File: src/rtl/assert_macros.svh
// assertion macros for the rtl files, included by the top level
`ifndef ASSERT_MACROS_SVH
`define ASSERT_MACROS_SVH

`ifndef SYNTHESIS

// property checked every clock outside reset
`define ASSERT_ALWAYS(lbl, clk, rst_n, prop) \
  lbl: assert property (@(posedge clk) disable iff (!rst_n) (prop)) \
    else $error("assertion failed");

// implication into the following cycle
`define ASSERT_NEXT(lbl, clk, rst_n, pre, post) \
  lbl: assert property (@(posedge clk) disable iff (!rst_n) (pre) |=> (post)) \
    else $error("assertion failed");

`else

`define ASSERT_ALWAYS(lbl, clk, rst_n, prop)
`define ASSERT_NEXT(lbl, clk, rst_n, pre, post)

`endif

`endif

File: src/rtl/sscs_pkg.sv
// types and codes of the start-up safety check sequencer
package sscs_pkg;

  localparam int unsigned PressW = 16;

  typedef enum logic [1:0] {
    CmdStart  = 2'd0,
    CmdExpiry = 2'd1,
    CmdReset  = 2'd2,
    CmdNone   = 2'd3
  } cmd_e;

  typedef enum logic [1:0] {
    TmrNone   = 2'd0,
    Tmr1ms    = 2'd1,
    Tmr1s     = 2'd2,
    TmrCancel = 2'd3
  } tmr_e;

  typedef enum logic [2:0] {
    ActNone     = 3'd0,
    ActWdogOn   = 3'd1,
    ActWdogOff  = 3'd2,
    ActEbsOn    = 3'd3,
    ActEbsOff   = 3'd4,
    ActTsWdogOn = 3'd5,
    ActResetAll = 3'd6
  } act_e;

  typedef enum logic [3:0] {
    WarnNone       = 4'd0,
    WarnMission    = 4'd1,
    WarnSwitch     = 4'd2,
    WarnWatchdog   = 4'd3,
    WarnOverPress  = 4'd4,
    WarnUnpress    = 4'd5,
    WarnHydLow     = 4'd6,
    WarnTsFail     = 4'd7,
    WarnReleaseHi  = 4'd8
  } warn_e;

  typedef enum logic [4:0] {
    StepIdle       = 5'd0,
    StepMission    = 5'd1,
    StepSwitch     = 5'd2,
    StepWdogOn     = 5'd3,
    StepWdogGood   = 5'd4,
    StepWdogOff    = 5'd5,
    StepPneumatic  = 5'd6,
    StepEbsOn      = 5'd7,
    StepHydEngaged = 5'd8,
    StepTsOn       = 5'd9,
    StepWait0      = 5'd10,
    StepWait1      = 5'd11,
    StepWait2      = 5'd12,
    StepWait3      = 5'd13,
    StepWait4      = 5'd14,
    StepWait5      = 5'd15,
    StepTsCheck    = 5'd16,
    StepEbsOff     = 5'd17,
    StepHydRelease = 5'd18,
    StepEbsAgain   = 5'd19,
    StepHydFinal   = 5'd20,
    StepSuccess    = 5'd21
  } step_e;

  typedef enum logic [1:0] {
    RegHydReleaseMax  = 2'd0,
    RegHydEngagedMin  = 2'd1,
    RegPneuOverPress  = 2'd2,
    RegPneuMinPress   = 2'd3
  } reg_e;

  localparam logic [PressW-1:0] HydReleaseMaxRst = 16'd300;
  localparam logic [PressW-1:0] HydEngagedMinRst = 16'd3000;
  localparam logic [PressW-1:0] PneuOverPressRst = 16'd1200;
  localparam logic [PressW-1:0] PneuMinPressRst  = 16'd400;

  typedef struct packed {
    logic [1:0]        cmd;
    logic              mission_autonomous;
    logic              master_switch_on;
    logic              master_switch_confirmed;
    logic              watchdog_good;
    logic              ts_on;
    logic              battery_ts_active;
    logic [PressW-1:0] pneumatic_front;
    logic [PressW-1:0] pneumatic_rear;
    logic [PressW-1:0] hydraulic_front;
    logic [PressW-1:0] hydraulic_rear;
  } in_beat_t;

  typedef struct packed {
    logic [1:0] timer_request;
    logic [2:0] actuator_command;
    logic [3:0] warning_code;
    logic       ebs_failure_led;
    logic       sequence_failed;
    logic       sequence_succeeded;
    logic       clear_brake_request;
    logic [4:0] current_step;
  } out_beat_t;

  typedef struct packed {
    logic [PressW-1:0] hydraulic_release_max;
    logic [PressW-1:0] hydraulic_engaged_min;
    logic [PressW-1:0] pneumatic_overpressure;
    logic [PressW-1:0] pneumatic_min_pressure;
  } cfg_t;

endpackage

File: src/rtl/startup_safety_check_sequencer.sv
// top level of the start-up safety check sequencer
//
//  channel  | signals                         | direction | payload
//  ---------+---------------------------------+-----------+-----------------------
//  in       | in_valid_i / in_ready_o         | in        | in_beat_i  (in_beat_t)
//  out      | out_valid_o / out_ready_i       | out       | out_beat_o (out_beat_t)
//  cfg      | cfg_valid_i / cfg_ready_o       | in        | cfg_index_i, cfg_data_i
//
//  one event per cycle sustained while out_ready_i stays high; an accepted event passes
//  through the input register, then the decision logic into the result register
//  the step register moves with each event into the result register, so the next event sees it
//  a stalled result holds the input register; ready then follows out_ready_i
//  reset puts the sequence in the idle step and loads the default thresholds
//  cfg writes are always taken; cfg_ready_o is tied high
module startup_safety_check_sequencer (
  input  logic                        clk_i,
  input  logic                        rst_ni,
  input  logic                        in_valid_i,
  output logic                        in_ready_o,
  input  sscs_pkg::in_beat_t          in_beat_i,
  output logic                        out_valid_o,
  input  logic                        out_ready_i,
  output sscs_pkg::out_beat_t         out_beat_o,
  input  logic                        cfg_valid_i,
  output logic                        cfg_ready_o,
  input  logic [1:0]                  cfg_index_i,
  input  logic [sscs_pkg::PressW-1:0] cfg_data_i
);

`include "assert_macros.svh"

  sscs_pkg::cfg_t      cfg;
  sscs_pkg::in_beat_t  in_q;
  logic                in_valid_q;
  sscs_pkg::out_beat_t out_q, out_d;
  logic                out_valid_q;
  sscs_pkg::step_e     step_q, step_d;
  logic                advance;

  // threshold registers
  sscs_cfg u_cfg (
    .clk_i       (clk_i),
    .rst_ni      (rst_ni),
    .cfg_valid_i (cfg_valid_i),
    .cfg_ready_o (cfg_ready_o),
    .cfg_index_i (cfg_index_i),
    .cfg_data_i  (cfg_data_i),
    .cfg_o       (cfg)
  );

  // decision logic between the input and result registers
  sscs_step u_step (
    .step_i (step_q),
    .beat_i (in_q),
    .cfg_i  (cfg),
    .step_o (step_d),
    .beat_o (out_d)
  );

  // event moves forward when the result slot is free or being drained
  assign advance    = in_valid_q && (!out_valid_q || out_ready_i);
  assign in_ready_o = !in_valid_q || advance;

  assign out_valid_o = out_valid_q;
  assign out_beat_o  = out_q;

  // control state
  always_ff @(posedge clk_i or negedge rst_ni) begin
    if (!rst_ni) begin
      in_valid_q  <= 1'b0;
      out_valid_q <= 1'b0;
      step_q      <= sscs_pkg::StepIdle;
    end else begin
      if (in_ready_o) begin
        in_valid_q <= in_valid_i;
      end
      if (advance) begin
        out_valid_q <= 1'b1;
        step_q      <= step_d;
      end else if (out_ready_i) begin
        out_valid_q <= 1'b0;
      end
    end
  end

  // payload registers, no reset
  always_ff @(posedge clk_i) begin
    if (in_valid_i && in_ready_o) begin
      in_q <= in_beat_i;
    end
    if (advance) begin
      out_q <= out_d;
    end
  end

  // the step never leaves the defined range
  `ASSERT_ALWAYS(a_step_range, clk_i, rst_ni, step_q <= sscs_pkg::StepSuccess)
  // a reset event always lands in the idle step
  `ASSERT_NEXT(a_reset_idle, clk_i, rst_ni, advance && (in_q.cmd == sscs_pkg::CmdReset), step_q == sscs_pkg::StepIdle)
  // a failure pulse always carries a warning code
  `ASSERT_ALWAYS(a_fail_warn, clk_i, rst_ni, !(out_valid_q && out_q.sequence_failed) || (out_q.warning_code != sscs_pkg::WarnNone))
  // success only reported from the success step
  `ASSERT_ALWAYS(a_success_step, clk_i, rst_ni, !(out_valid_q && out_q.sequence_succeeded) || (out_q.current_step == sscs_pkg::StepSuccess))

endmodule

File: src/rtl/sscs_cfg.sv
// threshold register file written through the config channel
module sscs_cfg (
  input  logic                         clk_i,
  input  logic                         rst_ni,
  input  logic                         cfg_valid_i,
  output logic                         cfg_ready_o,
  input  logic [1:0]                   cfg_index_i,
  input  logic [sscs_pkg::PressW-1:0]  cfg_data_i,
  output sscs_pkg::cfg_t               cfg_o
);

  sscs_pkg::cfg_t cfg_q;

  assign cfg_ready_o = 1'b1;
  assign cfg_o       = cfg_q;

  always_ff @(posedge clk_i or negedge rst_ni) begin
    if (!rst_ni) begin
      cfg_q.hydraulic_release_max  <= sscs_pkg::HydReleaseMaxRst;
      cfg_q.hydraulic_engaged_min  <= sscs_pkg::HydEngagedMinRst;
      cfg_q.pneumatic_overpressure <= sscs_pkg::PneuOverPressRst;
      cfg_q.pneumatic_min_pressure <= sscs_pkg::PneuMinPressRst;
    end else if (cfg_valid_i) begin
      case (sscs_pkg::reg_e'(cfg_index_i))
        sscs_pkg::RegHydReleaseMax: cfg_q.hydraulic_release_max  <= cfg_data_i;
        sscs_pkg::RegHydEngagedMin: cfg_q.hydraulic_engaged_min  <= cfg_data_i;
        sscs_pkg::RegPneuOverPress: cfg_q.pneumatic_overpressure <= cfg_data_i;
        sscs_pkg::RegPneuMinPress:  cfg_q.pneumatic_min_pressure <= cfg_data_i;
        default: ;
      endcase
    end
  end

endmodule

File: src/rtl/sscs_step.sv
// per-event decision: checks of the current step, next step and result fields
module sscs_step (
  input  sscs_pkg::step_e    step_i,
  input  sscs_pkg::in_beat_t beat_i,
  input  sscs_pkg::cfg_t     cfg_i,
  output sscs_pkg::step_e    step_o,
  output sscs_pkg::out_beat_t beat_o
);

  logic pneu_over, pneu_under, hyd_low, hyd_high;
  logic adv, fail, fled;
  sscs_pkg::tmr_e  tmr, nxt_tmr;
  sscs_pkg::act_e  act;
  sscs_pkg::warn_e fw;
  sscs_pkg::step_e step_n;
  logic clr, ok;

  // max above limit / min below limit, per pair of sensors
  assign pneu_over  = (beat_i.pneumatic_front > cfg_i.pneumatic_overpressure) ||
                      (beat_i.pneumatic_rear  > cfg_i.pneumatic_overpressure);
  assign pneu_under = (beat_i.pneumatic_front < cfg_i.pneumatic_min_pressure) ||
                      (beat_i.pneumatic_rear  < cfg_i.pneumatic_min_pressure);
  assign hyd_low    = (beat_i.hydraulic_front < cfg_i.hydraulic_engaged_min) ||
                      (beat_i.hydraulic_rear  < cfg_i.hydraulic_engaged_min);
  assign hyd_high   = (beat_i.hydraulic_front > cfg_i.hydraulic_release_max) ||
                      (beat_i.hydraulic_rear  > cfg_i.hydraulic_release_max);

  always_comb begin
    adv     = 1'b0;
    fail    = 1'b0;
    fled    = 1'b0;
    nxt_tmr = sscs_pkg::TmrNone;
    fw      = sscs_pkg::WarnNone;
    act     = sscs_pkg::ActNone;
    case (step_i)
      sscs_pkg::StepMission: begin
        if (beat_i.mission_autonomous) begin
          adv = 1'b1; nxt_tmr = sscs_pkg::Tmr1ms;
        end else begin
          fail = 1'b1; fw = sscs_pkg::WarnMission;
        end
      end
      sscs_pkg::StepSwitch: begin
        if (beat_i.master_switch_on && beat_i.master_switch_confirmed) begin
          adv = 1'b1; nxt_tmr = sscs_pkg::Tmr1ms;
        end else begin
          fail = 1'b1; fw = sscs_pkg::WarnSwitch;
        end
      end
      sscs_pkg::StepWdogOn: begin
        act = sscs_pkg::ActWdogOn; adv = 1'b1; nxt_tmr = sscs_pkg::Tmr1s;
      end
      sscs_pkg::StepWdogGood: begin
        if (beat_i.watchdog_good) begin
          act = sscs_pkg::ActWdogOff; adv = 1'b1; nxt_tmr = sscs_pkg::Tmr1s;
        end else begin
          fail = 1'b1; fw = sscs_pkg::WarnWatchdog;
        end
      end
      sscs_pkg::StepWdogOff: begin
        if (!beat_i.watchdog_good) begin
          adv = 1'b1; nxt_tmr = sscs_pkg::Tmr1ms;
        end else begin
          fail = 1'b1; fw = sscs_pkg::WarnWatchdog;
        end
      end
      sscs_pkg::StepPneumatic: begin
        // a pass only cancels the timer and waits for the second start
        if (pneu_over) begin
          fail = 1'b1; fw = sscs_pkg::WarnOverPress; fled = 1'b1;
        end else if (pneu_under) begin
          fail = 1'b1; fw = sscs_pkg::WarnUnpress; fled = 1'b1;
        end
      end
      sscs_pkg::StepEbsOn, sscs_pkg::StepEbsAgain: begin
        act = sscs_pkg::ActEbsOn; adv = 1'b1; nxt_tmr = sscs_pkg::Tmr1s;
      end
      sscs_pkg::StepHydEngaged: begin
        if (hyd_low) begin
          fail = 1'b1; fw = sscs_pkg::WarnHydLow; fled = 1'b1;
        end else begin
          adv = 1'b1; nxt_tmr = sscs_pkg::Tmr1ms;
        end
      end
      sscs_pkg::StepTsOn: begin
        act = sscs_pkg::ActTsWdogOn; adv = 1'b1; nxt_tmr = sscs_pkg::Tmr1s;
      end
      sscs_pkg::StepWait0, sscs_pkg::StepWait1, sscs_pkg::StepWait2,
      sscs_pkg::StepWait3, sscs_pkg::StepWait4, sscs_pkg::StepWait5: begin
        adv = 1'b1; nxt_tmr = sscs_pkg::Tmr1s;
      end
      sscs_pkg::StepTsCheck: begin
        if (beat_i.ts_on && beat_i.battery_ts_active) begin
          adv = 1'b1; nxt_tmr = sscs_pkg::Tmr1ms;
        end else begin
          fail = 1'b1; fw = sscs_pkg::WarnTsFail;
        end
      end
      sscs_pkg::StepEbsOff: begin
        act = sscs_pkg::ActEbsOff; adv = 1'b1; nxt_tmr = sscs_pkg::Tmr1s;
      end
      sscs_pkg::StepHydRelease: begin
        if (hyd_high) begin
          fail = 1'b1; fw = sscs_pkg::WarnReleaseHi; fled = 1'b1;
        end else begin
          adv = 1'b1; nxt_tmr = sscs_pkg::Tmr1ms;
        end
      end
      sscs_pkg::StepHydFinal: begin
        if (hyd_low) begin
          fail = 1'b1; fw = sscs_pkg::WarnHydLow; fled = 1'b1;
        end else begin
          adv = 1'b1; nxt_tmr = sscs_pkg::Tmr1s;
        end
      end
      default: ;
    endcase
  end

  always_comb begin
    step_n = step_i;
    tmr    = sscs_pkg::TmrNone;
    clr    = 1'b0;
    ok     = 1'b0;
    beat_o = '0;
    case (sscs_pkg::cmd_e'(beat_i.cmd))
      sscs_pkg::CmdStart: begin
        if (step_i == sscs_pkg::StepIdle) begin
          clr = 1'b1; step_n = sscs_pkg::StepMission; tmr = sscs_pkg::Tmr1ms;
        end else if (step_i == sscs_pkg::StepPneumatic) begin
          step_n = sscs_pkg::StepEbsOn; tmr = sscs_pkg::Tmr1ms;
        end
      end
      sscs_pkg::CmdReset: begin
        tmr = sscs_pkg::TmrCancel;
        step_n = sscs_pkg::StepIdle;
        beat_o.actuator_command = sscs_pkg::ActResetAll;
      end
      sscs_pkg::CmdExpiry: begin
        tmr = sscs_pkg::TmrCancel;
        ok  = (step_i == sscs_pkg::StepSuccess);
        beat_o.actuator_command = act;
        if (adv) begin
          step_n = sscs_pkg::step_e'(step_i + 5'd1);
          tmr    = nxt_tmr;
        end else if (fail) begin
          beat_o.sequence_failed = 1'b1;
          beat_o.warning_code    = fw;
          beat_o.ebs_failure_led = fled;
        end
      end
      default: ;
    endcase
    beat_o.timer_request       = tmr;
    beat_o.clear_brake_request = clr;
    beat_o.sequence_succeeded  = ok;
    beat_o.current_step        = step_n;
  end

  assign step_o = step_n;

endmodule

File: config.mk
export PLATFORM = sky130hd
export DESIGN_NAME = startup_safety_check_sequencer
export DESIGN_NICKNAME = d
export VERILOG_FILES = /design/src/rtl/sscs_pkg.sv /design/src/rtl/startup_safety_check_sequencer.sv /design/src/rtl/sscs_cfg.sv /design/src/rtl/sscs_step.sv
export VERILOG_INCLUDE_DIRS = /design/src /design/src/rtl
export SDC_FILE = /design/constraint.sdc
export NUM_CORES = 1
export LEC_CHECK = 0
export ABC_AREA = 1
export BUFFER_PORTS_ARGS = -buffer_cell sky130_fd_sc_hd__buf_2
export CAP_MARGIN = 10
export CORE_ASPECT_RATIO = 1.1
export CORE_MARGIN = 8
export CORE_UTILIZATION = 60
export DETAILED_ROUTE_END_ITERATION = 8
export PLACE_DENSITY = 0.82
export SLEW_MARGIN = 0
export SYNTH_ARGS = -nofsm -noshare
export SYNTH_HDL_FRONTEND = slang
export SYNTH_SLANG_ARGS = --single-unit
File: constraint.sdc
create_clock -name clk_i -period 4.6 [get_ports clk_i]
set_input_delay 0.92 -clock clk_i [delete_from_list [all_inputs] [get_ports clk_i]]
set_output_delay 0.92 -clock clk_i [all_outputs]
set_load 0.05 [all_outputs]
==> results of run 1 <==
==> stage by stage <==
stage | power [mW] | setup slack, ns | area [µm²] | std cells | hold WS, ns
4_1_cts | 4.76 | 2.13 | 10400 | 1291 | 0.490
5_1_grt | 5.06 | 1.88 | 10400 | 1291 | 0.506
6_report | 4.77 | 2.09 | 10400 | 1291 | 0.487
3_5_place_dp | 3.40 | 1.82 | 9880 | 1259 | 0.474
2_1_floorplan | 3.01 | 1.26 | 9110 | 963 | 0.453
3_3_place_gp | 3.34 | 1.88 | 9880 | 1259 | 0.465
==> cell type report <==
cell class	instances	share of cell area
sequential	161	0.431
multi-input combinational	651	0.387
timing repair buffer	116	0.0561
inverter	135	0.0485
clock buffer	20	0.0469
tap	196	0.0235
clock inverter	12	0.00719
==> metal layers <==
| layer | share of wire | routed length [µm] | up-vias |
|---|---|---|---|
| met1 | 0.43 | 8660 | 3257 |
| met3 | 0.056 | 1130 | 49 |
| met2 | 0.48 | 9760 | 245 |
| li1 | - | - | 3496 |
| met4 | 0.030 | 598 | 0 |
| met5 | 0 | 0 | - |
==> kinds of logic after synthesis <==
| family | synth area share |
|---|---|
| AOI/OAI and AO/OA | 0.103 |
| xor gates and xnor gates | 0.000961 |
| adders and majority gates | 0.183 |
| buffers and inverters | 0.0629 |
| DFF | 0.494 |
| other | 0.000412 |
| and+or+nand+nor | 0.156 |
==> where the power goes <==
part | switching, mW | total, mW | internal (mW) | leakage [nW]
Clock | 0.571 | 1.34 | 0.765 | 0.281
Sequential | 0.138 | 1.91 | 1.77 | 1.73
Combinational | 1.01 | 1.52 | 0.514 | 3.07
==> state kept, by name (all words and copies together) (netlist names) <==
register,flops
in_q,72
in_valid_q,1
out_beat_o,18
out_valid_o,1
step_q,5
u_cfg.cfg_o,64
==> critical path, cell delays in order (launching register included) <==
cell and delay [ns]:
dfstp_2 0.53, inv_1 0.06, ha_1 0.31, nand2_1 0.11, inv_1 0.06, nand2_1 0.07, nand2_1 0.06, nand2_1 0.06
nand2_1 0.05, nand2_1 0.05, nand2_1 0.05, nand2_1 0.11, nand3_1 0.09, nand2_1 0.15, inv_1 0.11, nand2_4 0.13
nor2_2 0.05, nand2_1 0.16, nor2_1 0.08
==> placed cells by master, fill, tap and decap left out, types with 3 or more instances in the layout <==
master,count
edfxtp_1,90
dfstp_2,18
o21ai_1,5
o21a_1,5
a21o_1,3
buf_2,114
inv_2,8
a31oi_1,3
nand3b_1,3
o21ai_0,82
nor2_2,5
clkinv_1,4
nor3_1,14
clkbuf_16,19
nand3_1,32
inv_1,126
ha_1,133
nand4_1,12
nor2_1,47
nand2_1,220
dfrtp_1,53
a211oi_1,3
a21oi_1,66
inv_4,4
==> path summary, 6_finish.rpt <==
check                                     start               to  slack (ns)  cells past startpoint
worst min register to register  u_cfg.cfg_o[31]  u_cfg.cfg_o[31]        0.49                      2
worst max register to register  u_cfg.cfg_o[51]   out_beat_o[10]        2.09                     18
worst min-delay path            u_cfg.cfg_o[31]  u_cfg.cfg_o[31]        0.49                      2
max in group asynchronous                rst_ni  u_cfg.cfg_o[50]        3.05                      2
worst max-delay path            u_cfg.cfg_o[51]   out_beat_o[10]        2.09                     18
min in group asynchronous                rst_ni        step_q[0]        0.58                      1
==> summary.txt, run 1 <==
Pwr
  • Static leakage: roughly 5 nW
  • Cell Pwr Density: roughly 460 nW/µm²
  • Peak supply drop: about 0.00028 V

Routing
  • DRT Pass-1 Iters: 6
  • Antenna Nets Post-Route: 0
  • Via-per-instance ratio: 5.46
  • Routed via count: roughly 7000
  • Drt initial violations: between 600 and 700
  • DRC: 0
  • Wire length per cell: between 15 and 20 µm
  • Drt total wl: about 20000 µm

Floorplanning
  • Floorplan row count: 47
  • I/O pin count: about 120
  • Die Y-Extent: between 100 and 150 µm
  • Die area: 19400 µm²
  • Die width: between 100 and 150 µm
  • Initial Util: 0.610
  • CORE AREA: 14900 µm²

STA
  • Final worst-path cycle share: 0.546
  • Setup TNS: 0 ns
  • Max Slew Vio Count: 0
  • Max Clk Rate: about 400 MHz
  • Layout Skew: ~0.0049 ns
  • Final min period: between 2 and 3 ns
  • Slew Limit Headroom: 0.312
  • Worst Tran Pin Value: around 1.0 ns
  • Finish-stage setup viols: 0
  • RSZ-0062 raised after global routing: false
  • Hold Vio Cnt, Final: 0

Finish
  • Nets: between 1000 and 1500
  • Area of the multi-input gates: 4040 µm²
  • Area delta synth->final: 14.6%
  • Final Util: 0.699
  • Fillers: approximately 1100
  • Reg area: ~4500 µm²
  • Diode count: 0
  • Layout cells sized above 1: 0.167

GRT
  • Met3 usage: 0.0394
  • Initial antenna violation count: 0
  • Met2 Usage GRT: 0.350
  • Global-route wire length before repair: ~34000 µm
  • Vias in the first global route: about 7100
  • Largest net degree at the start of global routing: 50
  • Met1 usage: 0.267
  • Overflow after GRT: 0
  • GRT Total Usage: 0.214
  • GR peak layer: met2

Synth
  • Yosys top cell area share: 0.297
  • Yosys warning total: 0
  • EDFF count, synth: 90
  • Post-synth top cells: nand2_1 (220), ha_1 (133), inv_1 (127), edfxtp_1 (90), o21ai_0 (82)
  • Mapped Cells: 963
  • Syn Area/Cell: 9.46 µm²
  • Top post-synthesis cells by area: edfxtp_1 (30%), ha_1 (18%), dfrtp_1 (15%)
  • #FFs+latches synth: approximately 160
  • Cell taking the most area after synthesis: edfxtp_1
  • Yosys cell types: 39
  • Mapped Nets: 1191
  • Register area share after synthesis: 0.494
  • Ys flop type: edfxtp_1
  • Most common cell in the netlist: nand2_1
  • Syn Std Cell Area: 9110 µm²
  • Post-synth ARST share: 0.441

Clock tree
  • Hold buffers post-CTS: 0
  • Setup fix buffers added after clock tree synthesis: 0
  • CTS max path bufs: 2
  • Resized cells post-CTS: 0
  • CTS buffer count: 17
  • Sink Count: ~160
  • Clk_lat worst skew: 0.43 ns
  • CTS Root Cell: clkbuf_16
  • Max H-tree Level: 4
  • Clk slew on worst S/H paths: around 0.06 ns
  • CTS tree: done

Status
  • Outcome: completed

Critical path
  • Setup crit start kind: flop
  • Crit end category: flop
  • Worst endpoint data arrival time: roughly 2.7 ns
  • Kind of critical path: reg2reg
  • Crit Path Max Fanout: 7
  • Worst EP required: around 4.8 ns

Flow run
  • Max_cap viols: 0

Worst hold path
  • HP Class: reg2reg

Place
  • Final GP Congestion: 0.913
  • Port Buffers: roughly 110
  • Dpl hpwl: around 15000 µm
(Power assumes the default switching activity.)
==> run 2, diff against run 1 <==
--- a/config.mk
+++ b/config.mk
@@ -6,14 +6,14 @@
 export SDC_FILE = /design/constraint.sdc
 export NUM_CORES = 1
 export LEC_CHECK = 0
-export ABC_AREA = 1
+export ABC_AREA = 0
 export BUFFER_PORTS_ARGS = -buffer_cell sky130_fd_sc_hd__buf_2
 export CAP_MARGIN = 10
 export CORE_ASPECT_RATIO = 1.1
 export CORE_MARGIN = 8
-export CORE_UTILIZATION = 60
+export CORE_UTILIZATION = 53
 export DETAILED_ROUTE_END_ITERATION = 8
-export PLACE_DENSITY = 0.82
+export PLACE_DENSITY = 0.77
 export SLEW_MARGIN = 0
 export SYNTH_ARGS = -nofsm -noshare
 export SYNTH_HDL_FRONTEND = slang
==> constraint.sdc (replaced) <==
create_clock -name clk_i -period 2.25 [get_ports clk_i]
set_input_delay 0.45 -clock clk_i [delete_from_list [all_inputs] [get_ports clk_i]]
set_output_delay 0.45 -clock clk_i [all_outputs]
set_load 0.05 [all_outputs]
==> run 2 against run 1 <==
The flow now finishes with violations (setup timing). Synthesized cell count decreased by 18%. Combinational power increased by 140%. Clock power increased by 100%. Power increased by 110%. Area after synthesis increased by 1.1%. Sequential share of layout area decreased by 5.1 points. Highest routed layer unchanged.
==> summary.txt, run 2 <==
Synth
  • #FFs+latches synth: 161 (unchanged)
  • Synth Area in Adders: 0.181 (-0.00194)
  • Yosys cell types: 71 (+82%)
  • Syn Area/Cell: 11.7 µm² (+24%)
  • Mapped Cells: 786 (-18%)
  • Most common cell in the netlist: ha_1
  • Top post-synthesis cells by area: edfxtp_1 (29%), ha_1 (18%), dfrtp_1 (14%)
  • Post-synthesis simple-gate area fraction: 0.107 (-0.0491)
  • Yosys top cell area share: 0.293 (-0.00314)
  • Proportion of synthesized area in mux cells: 0.0632 (+0.0632)
  • Yosys warning total: 0 (unchanged)
  • Register area share after synthesis: 0.489 (-0.00523)
  • Syn Std Cell Area: 9210 µm² (+1.1%)
  • Largest family of logic cells by synthesized area: adder cells
  • Mapped Nets: 1014 (-15%)
  • Post-synth ARST share: 0.441 (unchanged)
  • EDFF count, synth: 90 (unchanged)
  • Post-synth top cells: ha_1 (133), edfxtp_1 (90), inv_1 (75), nand2_1 (63), dfrtp_1 (53)
  • Post-synthesis xor/xnor area fraction: 0.00190 (+0.000941)
  • Compound-gate portion of the synthesized area: 0.120 (+0.0170)
  • Cell taking the most area after synthesis: edfxtp_1
  • Ys flop type: edfxtp_1

Worst hold path
  • Hold path depth: 1 (-1)
  • HP Class: in2reg
  • Hold path startpoint: in_beat_i[24]
  • Hold EP: in_q[24]

Place
  • Port Buffers: 114 (unchanged)
  • Dpl hpwl: 17400 µm (+15%)
  • Final GP Congestion: 0.918 (+0.50%)

Critical path
  • Crit Path Max Fanout: 3 (-4)
  • Crit end category: flop
  • Worst Reg2Reg Path Length in Cells: 12 (-6)
  • Worst endpoint data arrival time: 3.23 ns (+0.54 ns)
  • Setup crit start kind: flop
  • Kind of critical path: reg2reg
  • Worst reg-to-reg setup slack: -0.71 ns (-2.80 ns)
  • FF-to-FF Start: u_cfg.cfg_o[38]
  • Worst EP required: 2.52 ns (-2.26 ns)
  • Worst R2R End: out_beat_o[17]
  • Crit path launch: u_cfg.cfg_o[38]

STA
  • RSZ-0062 raised after global routing: true
  • Hold Vio Cnt, Final: 0 (unchanged)
  • Finish-stage setup viols: 18 (+18)
  • Max Clk Rate: 338 MHz (-15%)
  • Fin worst setup slack: -0.709 ns (-2.80 ns)
  • Slew Limit Headroom: 0.644 (+0.332)
  • Worst Tran Pin Value: 0.530 ns (-0.500 ns)
  • Max Slew Vio Count: 0 (unchanged)
  • Final worst-path cycle share: 1.31 (+0.769)
  • Final min period: 2.96 ns (+0.446 ns)
  • Layout Skew: 0.00752 ns (+0.00258 ns)

Finish
  • Fillers: 1202 (+5.7%)
  • Final Util: 0.695 (-0.00395)
  • Area delta synth->final: 28.4%
  • Layout cells sized above 1: 0.379 (+0.212)
  • Register name with the most flops: in_q
  • Max reg flops: 72 (unchanged)
  • Commonest non-fill, non-tap cell in the layout: buf_4
  • Commonest non-fill, non-tap cells in the layout: buf_4 (123), ha_1 (121), buf_2 (114), edfxtp_1 (90), inv_1 (67)
  • Diode count: 0 (unchanged)
  • Nets: 1259 (-3.9%)

Status
  • Outcome: finished, violations left
  • Violated checks: setup timing

Floorplanning
  • Die width: 142 µm (+6.1%)
  • Die area: 21900 µm² (+13%)
  • I/O pin count: 116 (unchanged)
  • CORE AREA: 17000 µm² (+14%)
  • Die Y-Extent: 154 µm (+6.2%)
  • Initial Util: 0.541 (-0.0688)
  • Floorplan row count: 50 (+6.4%)

Pwr
  • Static leakage: 5.39 nW (+6.1%)
  • Cell Pwr Density: 857 nW/µm² (+88%)
  • Peak supply drop: 0.000597 V (+110%)
  • Overall Power: 10.1 mW (+110%)

Clock tree
  • Clk slew on worst S/H paths: 0.07 ns (about the same)
  • Max H-tree Level: 4 (unchanged)
  • CTS tree: done
  • CTS max path bufs: 2 (unchanged)
  • CTS buffer count: 17 (unchanged)
  • Sink Count: 161 (unchanged)
  • Clk_lat worst skew: 0.43 ns (about the same)
  • CTS Root Cell: clkbuf_16

GRT
  • GRT Total Usage: 0.211 (-0.00306)
  • Global-route wire length before repair: 35900 µm (+7.2%)
  • Vias in the first global route: 7220 (+1.3%)
  • Initial antenna violation count: 0 (unchanged)
  • Largest net degree at the start of global routing: 54 (+8.0%)
  • Overflow after GRT: 0 (unchanged)

Routing
  • Wire length per cell: 17.8 µm (+14%)
  • Antenna Nets Post-Route: 0 (unchanged)
  • DRC: 0 (unchanged)
  • Drt total wl: 22700 µm (+13%)
  • Via-per-instance ratio: 5.52 (+1.1%)
  • Drt initial violations: 498 (-18%)
  • Routed via count: 7053 (+0.085%)
  • DRT Pass-1 Iters: 5 (-1)

Flow run
  • Max_cap viols: 0 (unchanged)
## run 2: cell count changes in the layout (fill, tap and decap cells not counted), sizes merged, moves of 10 or more
cell and change:
nand2 -160, buf +124, inv -57, mux2 +49, o21ai -47, nor2 -31
a21oi -28, a21o +17, nand3 -16, nor2b +10
## run 2: what timing repair did
item / in CTS / in global routing
gates cloned: 0 / 0
buffers inserted: 5 / 4
hold buffers: 1 / 0
endpoints found under the hold margin: 11 / 0
pin swaps: 19 / 9
gates resized for setup: 17 / 17
setup endpoints to repair: 18 / 18
## run 2: stage by stage
stage / cells / TNS (ns) / hold slack, ns / instance area [µm²] / setup slack, ns
floorplan: 786 / -6.54 / 0.154 / 9320 / -0.514
global placement: 1237 / -10.77 / 0.440 / 11000 / -0.695
detailed placement: 1237 / -12.69 / 0.437 / 11000 / -0.809
CTS: 1274 / -10.44 / 0.174 / 11700 / -0.647
global route: 1278 / -13.47 / 0.170 / 11800 / -0.838
finish: 1278 / -11.29 / 0.188 / 11800 / -0.709
## run 2: how the worst max path moves through the flow
stage | to | depth (start not counted)
5_1_grt | out_beat_o[17] | 12
3_5_place_dp | out_beat_o[17] | 13
6_report | out_beat_o[17] | 12
4_1_cts | out_beat_o[17] | 12
2_1_floorplan | out_beat_o[0] | 11
3_3_place_gp | out_beat_o[0] | 12
## run 2: power by group
group,switching (mW),internal [mW]
Clock,1.22,1.46
Combinational,1.97,1.69
Sequential,0.226,3.57
## run 2: worst max-delay path, stage by stage, from the launching register on
cell and delay [ns]:
dfrtp_1 0.36, inv_1 0.07, ha_1 0.32, a21o_1 0.20, a221oi_4 0.30, o31ai_4 0.12
a211o_1 0.31, and3b_4 0.20, nor4b_4 0.35, buf_4 0.22, o21ai_2 0.06, buf_4 0.13
mux2i_1 0.16
## run 2: final cells by class
class                   instances  area (µm²)  area share
clock buffers                  19         443      0.0374
clock inverters                13         100     0.00846
inverters                      75         282      0.0238
multi-input cells             535        4650       0.393
flip-flops and latches        161        4500       0.381
well taps                     234         293      0.0248
repair buffers                241        1560       0.131
## run 2: cells by family (layout without fill, tap and decap cells)
family	after synthesis	in the layout
XOR/XNOR	2	2
flip-flops	161	161
AO/OA/AOI/OAI	162	162
buffers and inverters	90	348
other	1	1
multiplexers	52	52
AND/OR/NAND/NOR	185	185
adder cells (fa/ha/maj)	133	133
## run 2: metal layers
| metal | routed length, µm | up-vias | global-route usage |
|---|---|---|---|
| met3 | 1350 | 41 | 0.0477 |
| met2 | 10700 | 248 | 0.339 |
| met4 | 580 | 0 | 0.0778 |
| met5 | 0 | - | 0 |
| met1 | 10000 | 3344 | 0.272 |
| li1 | - | 3420 | - |
==> run 3, diff against run 2 <==
--- a/config.mk
+++ b/config.mk
@@ -11,9 +11,9 @@
 export CAP_MARGIN = 10
 export CORE_ASPECT_RATIO = 1.1
 export CORE_MARGIN = 8
-export CORE_UTILIZATION = 53
+export CORE_UTILIZATION = 59
 export DETAILED_ROUTE_END_ITERATION = 8
-export PLACE_DENSITY = 0.77
+export PLACE_DENSITY = 0.81
 export SLEW_MARGIN = 0
 export SYNTH_ARGS = -nofsm -noshare
 export SYNTH_HDL_FRONTEND = slang
==> constraint.sdc (replaced) <==
create_clock -name clk_i -period 2.99 [get_ports clk_i]
set_input_delay 0.598 -clock clk_i [delete_from_list [all_inputs] [get_ports clk_i]]
set_output_delay 0.598 -clock clk_i [all_outputs]
set_load 0.05 [all_outputs]
==> run 3 against run 2 <==
The run still ends with setup timing left. Critical path depth unchanged. Die area down 9.1%. Power down 28%. Maximum frequency down 7.1%. Hold slack worse by 0.13 ns. Wire length down 6.1%. Global-route usage up 0.65 points. First-iteration DRC count up 21%. Clock skew down 0.0014 ns. Non-clock buffer count down 104. Highest routed layer unchanged.
==> summary.txt, run 3 (same netlist as run 2, synthesis figures left out) <==
Flow run
  • Max_cap viols: 0 (unchanged)

STA
  • Layout Skew: 0.00610 ns (-0.00141 ns)
  • Max Clk Rate: 314 MHz (-7.1%)
  • Finish-stage setup viols: 18 (unchanged)
  • Final min period: 3.18 ns (+0.225 ns)
  • RSZ-0062 raised after global routing: true
  • Max Slew Vio Count: 0 (unchanged)
  • Setup TNS: -1.69 ns (+9.60 ns)
  • Final worst-path cycle share: 1.06 (-0.250)
  • Slew Limit Headroom: 0.451 (-0.193)
  • Fin worst setup slack: -0.193 ns (+0.515 ns)
  • Hold Vio Cnt, Final: 0 (unchanged)
  • Worst Tran Pin Value: 0.821 ns (+0.292 ns)

Clock tree
  • CTS tree: done
  • CTS Root Cell: clkbuf_16
  • Sink Count: 161 (unchanged)
  • Clk slew on worst S/H paths: 0.06 ns (about the same)
  • CTS max path bufs: 2 (unchanged)
  • Clk_lat worst skew: 0.43 ns (about the same)
  • Max H-tree Level: 4 (unchanged)
  • CTS buffer count: 17 (unchanged)
  • Hold buffers post-CTS: 0 (-1)

Critical path
  • Kind of critical path: reg2reg
  • Worst EP required: 3.17 ns (+0.65 ns)
  • Setup crit start kind: flop
  • Worst R2R End: out_beat_o[0]
  • CP max stage delay: 0.52 ns (+0.16 ns)
  • Crit end category: flop
  • Worst endpoint data arrival time: 3.36 ns (+0.13 ns)
  • CP Cell Sequence: inv_2 -> ha_4 -> nand4_1 -> buf_4 -> nor4_4 -> a21boi_4 -> o31a_1 -> a211oi_4 -> nor4b_4 -> buf_4 -> nor3_1 -> a211o_1
  • Slowest-stage cell, CP: dfstp_2
  • Worst Reg2Reg Path Length in Cells: 12 (unchanged)
  • Buf+Inv Stages, Crit Path: 3 (unchanged)
  • Crit Path Max Fanout: 5 (+2)
  • Crit path top cell by count: buf_4
  • FF-to-FF Start: u_cfg.cfg_o[56]
  • Top delay family on crit path: compound AO/OA/AOI/OAI gates
  • Worst reg-to-reg setup slack: -0.19 ns (+0.52 ns)

Routing
  • DRC: 0 (unchanged)
  • Routed via count: 6723 (-4.7%)
  • Antenna Nets Post-Route: 0 (unchanged)
  • Drt total wl: 21300 µm (-6.1%)
  • Wire length per cell: 18.7 µm (+5.3%)
  • Drt initial violations: 605 (+21%)
  • Via-per-instance ratio: 5.90 (+6.9%)
  • DRT Pass-1 Iters: 7 (+2)

Finish
  • Commonest non-fill, non-tap cells in the layout: ha_1 (123), buf_2 (114), edfxtp_1 (90), inv_1 (67), nand2_1 (61)
  • Register name with the most flops: in_q
  • Layout cells sized above 1: 0.301 (-0.0782)
  • Final Util: 0.709 (+0.0135)
  • Max reg flops: 72 (unchanged)
  • Diode count: 0 (unchanged)
  • Commonest non-fill, non-tap cell in the layout: ha_1
  • Area delta synth->final: 19.2%
  • Fillers: 1072 (-11%)
  • Nets: 1155 (-8.3%)

Floorplanning
  • Die width: 135 µm (-4.6%)
  • Die area: 19900 µm² (-9.1%)
  • CORE AREA: 15500 µm² (-8.9%)
  • Initial Util: 0.594 (+0.0531)
  • Die Y-Extent: 147 µm (-4.7%)
  • Floorplan row count: 48 (-4.0%)
  • I/O pin count: 116 (unchanged)

Pwr
  • Static leakage: 4.89 nW (-9.3%)
  • Overall Power: 7.30 mW (-28%)
  • Cell Pwr Density: 665 nW/µm² (-22%)
  • Peak supply drop: 0.000460 V (-23%)

Place
  • Port Buffers: 114 (unchanged)
  • Dpl hpwl: 15700 µm (-9.9%)
  • Final GP Congestion: 0.948 (+3.4%)

GRT
  • GRT Total Usage: 0.217 (+0.00654)
  • Overflow after GRT: 0 (unchanged)
  • Initial antenna violation count: 0 (unchanged)
  • Global-route wire length before repair: 34100 µm (-5.1%)
  • Vias in the first global route: 6794 (-5.9%)
  • Largest net degree at the start of global routing: 73 (+35%)

Status
  • Outcome: finished, violations left
  • Violated checks: setup timing

Worst hold path
  • HP Class: in2async
-- run 3: cell types whose count changed in the layout (fill, tap and decap cells not counted), moves of 2 or more --
cell | previous run | this run
buf_4 | 123 | 20
inv_6 | 6 | 0
clkinv_4 | 2 | 7
a21oi_1 | 31 | 34
a21oi_2 | 7 | 4
clkinv_2 | 3 | 0
ha_1 | 121 | 123
ha_4 | 12 | 10
inv_4 | 0 | 2
o21ai_0 | 37 | 39
o21ai_2 | 2 | 0
-- run 3: what timing repair did --
action	4_1_cts	5_1_grt
gates resized for setup	5	40
endpoints found under the setup margin	18	18
pin swaps	2	27
buffers inserted	0	4
-- run 3: cell type report --
type                    instances  area (µm²)  share of cell area
well taps                     200         250              0.0228
flip-flops and latches        161        4500               0.410
inverters                      75         282              0.0256
clock inverters                 9        73.8             0.00672
multi-input cells             535        4610               0.420
repair buffers                137         772              0.0703
clock buffers                  23         490              0.0447
-- run 3: worst max-delay path by stage --
stage	startpoint	end	slack (ns)	depth (start not counted)
5_1_grt	u_cfg.cfg_o[56]	out_beat_o[0]	-0.23	12
3_5_place_dp	u_cfg.cfg_o[56]	out_beat_o[0]	-0.12	11
2_1_floorplan	u_cfg.cfg_o[39]	out_beat_o[0]	0.12	11
6_report	u_cfg.cfg_o[56]	out_beat_o[0]	-0.19	12
3_3_place_gp	u_cfg.cfg_o[53]	out_beat_o[1]	-0.07	11
4_1_cts	u_cfg.cfg_o[39]	out_beat_o[0]	-0.02	11
-- run 3: routing by layer --
| metal | wire (µm) | global-route usage | share of wire | vias up |
|---|---|---|---|---|
| li1 | - | - | - | 3217 |
| met1 | 9300 | 0.280 | 0.44 | 3225 |
| met4 | 569 | 0.0706 | 0.027 | 0 |
| met5 | 0 | 0 | 0 | - |
| met2 | 10200 | 0.350 | 0.48 | 226 |
| met3 | 1240 | 0.0529 | 0.058 | 55 |
-- run 3: worst register-to-register path, stage by stage (launching register included) --
cell	delay (ns)
dfstp_2	0.52
inv_2	0.05
ha_4	0.24
nand4_1	0.14
buf_4	0.20
nor4_4	0.24
a21boi_4	0.28
o31a_1	0.26
a211oi_4	0.09
nor4b_4	0.40
buf_4	0.21
nor3_1	0.05
a211o_1	0.24
-- run 3: stage by stage --
step	worst slack (ns)	cells	area, µm²	hold WS, ns
6_report	-0.193	1140	11000	0.0613
5_1_grt	-0.230	1140	11000	0.0568
4_1_cts	-0.0214	1136	10700	0.0604
3_5_place_dp	-0.120	1104	10100	0.493
3_3_place_gp	-0.0728	1104	10100	0.481
2_1_floorplan	0.123	786	9210	0.302
-- run 3: report_power, final --
part | internal [mW] | leakage [nW] | switching (mW)
registers | 2.69 | 1.70 | 0.189
logic | 1.01 | 2.91 | 1.37
clock network | 1.17 | 0.280 | 0.881
total | 4.86 | 4.89 | 2.44
